$ cat config.mk
export PLATFORM = sky130hd
export DESIGN_NAME = ksc_out_queue
export DESIGN_NICKNAME = d
export VERILOG_FILES = /design/src/sv/ksc_pkg.sv /design/src/sv/ksc_out_queue.sv
export SDC_FILE = /design/constraint.sdc
export NUM_CORES = 1
export LEC_CHECK = 0
export ABC_AREA = 1
export BUFFER_PORTS_ARGS = -buffer_cell sky130_fd_sc_hd__clkbuf_2
export CAP_MARGIN = 0
export CELL_PAD_IN_SITES_DETAIL_PLACEMENT = 0
export CELL_PAD_IN_SITES_GLOBAL_PLACEMENT = 1
export CORE_MARGIN = 2
export CORE_UTILIZATION = 48
export DETAILED_ROUTE_END_ITERATION = 12
export MAX_ROUTING_LAYER = met4
export PLACE_DENSITY = 0.87
export RECOVER_POWER = 100
export SYNTH_ARGS = -nofsm -noshare
export SYNTH_HDL_FRONTEND = slang
export SYNTH_SLANG_ARGS = --single-unit
$ cat constraint.sdc
create_clock -name i_clk -period 4 [get_ports i_clk]
set_clock_uncertainty 0.05 [all_clocks]
set_input_delay 0.6 -clock i_clk [delete_from_list [all_inputs] [get_ports i_clk]]
set_output_delay 0.6 -clock i_clk [all_outputs]
set_load 0.1 [all_outputs]
$ cat src/sv/ksc_pkg.sv
// ----------------------------------------------------------------------------
// ksc_pkg
// Types and constants shared by the KSC decoder and its result queue.
// ----------------------------------------------------------------------------
package ksc_pkg;

    // Result queue depth: room for the results of two items in flight.
    localparam int OQ_DEPTH = 4;
    localparam int OQ_IW    = $clog2(OQ_DEPTH);

    // One result item as it waits in the queue.
    typedef struct packed {
        logic [15:0] char_code;
        logic        is_final;
        logic [1:0]  status;
        logic [15:0] bytes_converted;
    } t_res_item;

    // One optional push into the result queue.
    typedef struct packed {
        logic      valid;
        t_res_item item;
    } t_push;

endpackage

$ cat src/sv/ksc_out_queue.sv
// ----------------------------------------------------------------------------
// ksc_out_queue
// Small result queue: takes up to two items a cycle, hands out one.
// ----------------------------------------------------------------------------
module ksc_out_queue
    import ksc_pkg::*;
(
    input  logic          i_clk,
    input  logic          i_rst_n,
    input  t_push         i_push0,
    input  t_push         i_push1,
    input  logic          i_pop,
    output t_res_item     o_item,
    output logic          o_valid,
    output logic [OQ_IW:0] o_level
);

    t_res_item       r_mem [OQ_DEPTH];
    logic [OQ_IW:0]  r_wptr;
    logic [OQ_IW:0]  r_rptr;
    logic [OQ_IW:0]  n_wptr;
    logic [OQ_IW:0]  w_wptr1;

    // The second push lands behind the first one when both are present.
    assign w_wptr1 = i_push0.valid ? (r_wptr + 1'b1) : r_wptr;
    assign n_wptr  = w_wptr1 + {{OQ_IW{1'b0}}, i_push1.valid};

    always_ff @(posedge i_clk) begin
        if (i_push0.valid) begin
            r_mem[r_wptr[OQ_IW-1:0]] <= i_push0.item;
        end
        if (i_push1.valid) begin
            r_mem[w_wptr1[OQ_IW-1:0]] <= i_push1.item;
        end
    end

    always_ff @(posedge i_clk) begin
        if (!i_rst_n) begin
            r_wptr <= '0;
            r_rptr <= '0;
        end else begin
            r_wptr <= n_wptr;
            if (i_pop && o_valid) begin
                r_rptr <= r_rptr + 1'b1;
            end
        end
    end

    assign o_level = r_wptr - r_rptr;
    assign o_valid = (o_level != '0);
    assign o_item  = r_mem[r_rptr[OQ_IW-1:0]];

endmodule

Yosys cells after proc, flatten, opt, wreduce, memory -nomap -nowiden
Memory sizes are Yosys's and may differ from the RTL's. A register that Yosys moved wholly into a read port is not among the register bits.
Index checks and enable logic that the tools add are counted.
W data, S select, Z words.
{"block": "classes", "n_addsub": 4, "n_mux": 7, "n_reduce_logical": 2}
{"cell": "$add A3 B1 Y3 const B", "count": 2}
{"cell": "$mux W1", "count": 4}
{"cell": "$mux W2", "count": 2}
{"cell": "$add A3 B1 Y3", "count": 1}
{"cell": "$mux W3", "count": 1}
{"cell": "$reduce_bool A3 Y1", "count": 1}
{"cell": "$sub A3 B3 Y3", "count": 1}
{"cell": "$logic_and A1 B1 Y1", "count": 1}
{"block": "word_totals", "regBits": 6, "output_inout_bits": 39, "word_cells": 16, "ram_bits": 140, "inputBits": 75, "mem_count": 1}
{"memory": "r_mem", "depth": 4, "width": 35, "read_ports": 1, "rd_clocked_by_memory_dff": 1, "wr": 2, "line_no": "ksc_out_queue.sv:18", "source": "t_res_item r_mem [OQ_DEPTH];"}

Depth between registers and ports, before layout
{"block": "depth", "depth_word": 5, "mapped_depth": 9, "mapped_depth_nobuf": 9}

Worst setup path after synthesis
Ideal clock, no wire load.
{"block": "synth_path", "path_kind": "reg-to-output", "start": "register (tool-made name)", "end": "output port o_item[29] (netlist bit)", "t_required_ps": 3350, "setup_slack_ps": 1000, "stages_incl_launch_ff": 6, "path_buffers": 2, "arrival_ps": 2350, "path_cell_list": "dfxtp_1 buf_2 clkinv_1 clkbuf_1 o21ai_0 o22ai_1"}
{"item": "end, declared", "line_no": "ksc_out_queue.sv:13", "source": "output t_res_item o_item,"}

==> flow_metrics.py <==
metrics = {
    "clock_network": {
        "clock-sinks": 148,
        "htree_num_levels": 4,
        "hold_buffers": 0,
        "clk_pin_slew_ns": 0.06,
        "clk_latency_ns": 0.42,
        "cts_root_buffer": "clkbuf_16",
        "post_cts_buffers": 0,
        "cts_tree": "done",
        "ctsResizeCount": 0,
        "cts_buffer_depth": 2,
        "cts_made_buffers": 17,
    },
    "grt": {
        "antenna_found_initial": 0,
        "grt_pass1_vias": 5450,
        "grt_pass1_wl_mm": 27.7,
        "overflow": 0,
        "grt_max_degree": 71,
        "grt_util_all_layers_pct": 22.2,
    },
    "timing": {
        "setup_viol": 0,
        "tightest_slew_ns": 1.78,
        "period_needed_ns": 3.57,
        "drv_slew": 72,
        "rsz0062_at_grt": "false",
        "hold_viol_final": 0,
        "setup_tns_ns": 0,
        "whs_ns": 0.409,
        "setup_ws_ns": 0.432,
        "relSlewSlack_pct": -18.6,
        "fmax_ghz": 0.280,
        "timing.final.crit_share_pct": 89.2,
    },
    "route": {
        "first_pass_iters": 7,
        "wl_per_cell_um": 16.4,
        "ant_nets": 0,
        "via_per_inst": 5.28,
        "drc": 0,
        "routed_wl_mm": 17.6,
        "num_vias": 5691,
        "drtIter0Drc": 446,
    },
    "synth": {
        "syn_nets": 838,
        "avgSynthCellArea_sq_um": 10.2,
        "yosys_register_bits": 148,
        "yosysWarningCount": 0,
        "synthCells": 755,
        "synth.distinct_cells": 26,
        "ys_seq_area_share_pct": 56.5,
        "syn_area_sq_um": 7720,
    },
    "floorplanning": {
        "fp.coreArea_sq_um": 15800,
        "dieArea_sq_um": 17100,
        "rows": 46,
        "die_h_um": 131,
        "start_util_pct": 48.8,
        "pin_count": 114,
        "die_w_um": 131,
    },
    "finish": {
        "drive_gt1_share_pct": 18.5,
        "areaGrowthSynthToFinish_pct": 9.38,
        "postLayoutCoreUtil_pct": 53.4,
        "fin_nets": 931,
        "n_antenna_cell": 0,
        "stdcell_count": 1077,
        "mostFrequentLayoutCells": "o21ai_0, nand2_1, edfxtp_1, clkbuf_2, nor2_1",
        "final_common_cell": "o21ai_0",
    },
    "worst_setup_path": {
        "path_class": "flop to output port",
        "arrival_ns": 2.92,
        "cp_max_fo": 49,
        "end_kind": "output port",
        "required_ns": 3.35,
        "crit_path_start_kind": "flop",
    },
    "power_and_ir_drop": {
        "power.leakage_nw": 3.49,
        "powerDensity_nw_per_um2": 824,
        "ir_drop_uv": 703,
    },
    "placed_design": {
        "globalplace.congestion": 0.759,
        "dp_slack_ns": 1.02,
        "place_inst": 1045,
        "place_hpwl_mm": 10.7,
        "port_buffers": 113,
    },
    "outcome": {
        "violations": "capacitance limit, slew limit",
        "status": "complete, but fails checks",
    },
    "min_path": {
        "min_path_type": "input pin to flop",
    },
    "job": {
        "cap_violations": 2,
    },
}
-- power by group --
group          internal (mW)  leakage [nW]  switching, mW
Clock                  0.911         0.263          0.618
Sequential              2.02          1.38         0.0956
Combinational          0.489          1.85           2.83
Total                   3.42          3.49           3.54
-- Yosys cell counts --
library cell	count	area, sq um
clkinv_4	1	8.76
dfxtp_1	8	160
clkinv_1	1	3.75
o21ai_2	90	788
ha_1	7	87.6
buf_2	3	15.0
xnor2_4	1	27.5
nand3_4	4	70.1
clkbuf_2	1	5.00
inv_4	1	6.26
o21ai_1	21	105
a21oi_1	5	25.0
nand2_2	5	31.3
inv_1	47	176
buf_4	4	30.0
o21ai_0	101	505
buf_6	22	248
nand3_1	5	25.0
o21ai_4	1	16.3
o22ai_1	35	219
clkbuf_1	20	75.1
xor2_1	1	8.76
fa_1	1	20.0
nor2_1	74	278
edfxtp_1	140	4200
nand2_1	156	586
-- sequential cells by signal, summed over array words and instances (netlist names), named ones only --
name and count:
r_wptr 3, r_rptr 3, r_mem 140
-- worst paths after layout --
path / start / endpoint / slack [ns] / cells past startpoint
worst max-delay path: flop / o_item[0] / 0.43 / 4
worst min-delay path: i_rst_n / r_wptr[0]$_SDFF_PN0_ / 0.41 / 3
worst max register to register: r_wptr[1]$_SDFF_PN0_ / r_mem[1][21]$_DFFE_PP_ / 0.53 / 8
worst min register to register: r_rptr[2]$_SDFFE_PN0P_ / r_rptr[2]$_SDFFE_PN0P_ / 0.49 / 2
-- metal layers --
metal	share of wire, %	wire [um]	track usage, %
met2	46	8190	34.5
met4	1.5	257	7.88
met1	47	8260	29.2
met5	0	0	-
met3	5.2	914	4.60
-- worst max-delay path, cell delays in order (launching register included) --
cell and delay, ns:
dfxtp_2 0.50, inv_2 0.65, o21ai_0 0.20, o22ai_1 0.21, clkbuf_1 0.89
-- per-stage QoR --
stage	total power [mW]	cell area, sq um
final	6.96	8450
after global routing	7.28	8450
after CTS	7.13	8860
after detailed placement	5.60	8290
after global placement	5.57	8290
after floorplan	5.00	7720
-- area by class of cell --
| type | count | area [sq um] |
|---|---|---|
| fillers | 1527 | 7380 |
| flip-flops and latches | 148 | 4370 |
| multi-input cells | 507 | 2440 |
| repair buffers | 124 | 617 |
| clock buffers | 18 | 429 |
| well taps | 216 | 270 |
| inverters | 50 | 191 |
| clock inverters | 14 | 138 |
-- cells by family after synthesis --
kind of cell	synth area share (%)
flip-flops	56.5
buffers and inverters	7.35
AO/OA/AOI/OAI	21.5
adder cells (fa/ha/maj)	1.39
AND/OR/NAND/NOR	12.8
XOR/XNOR	0.470
Power figures use the tool's default switching activity.
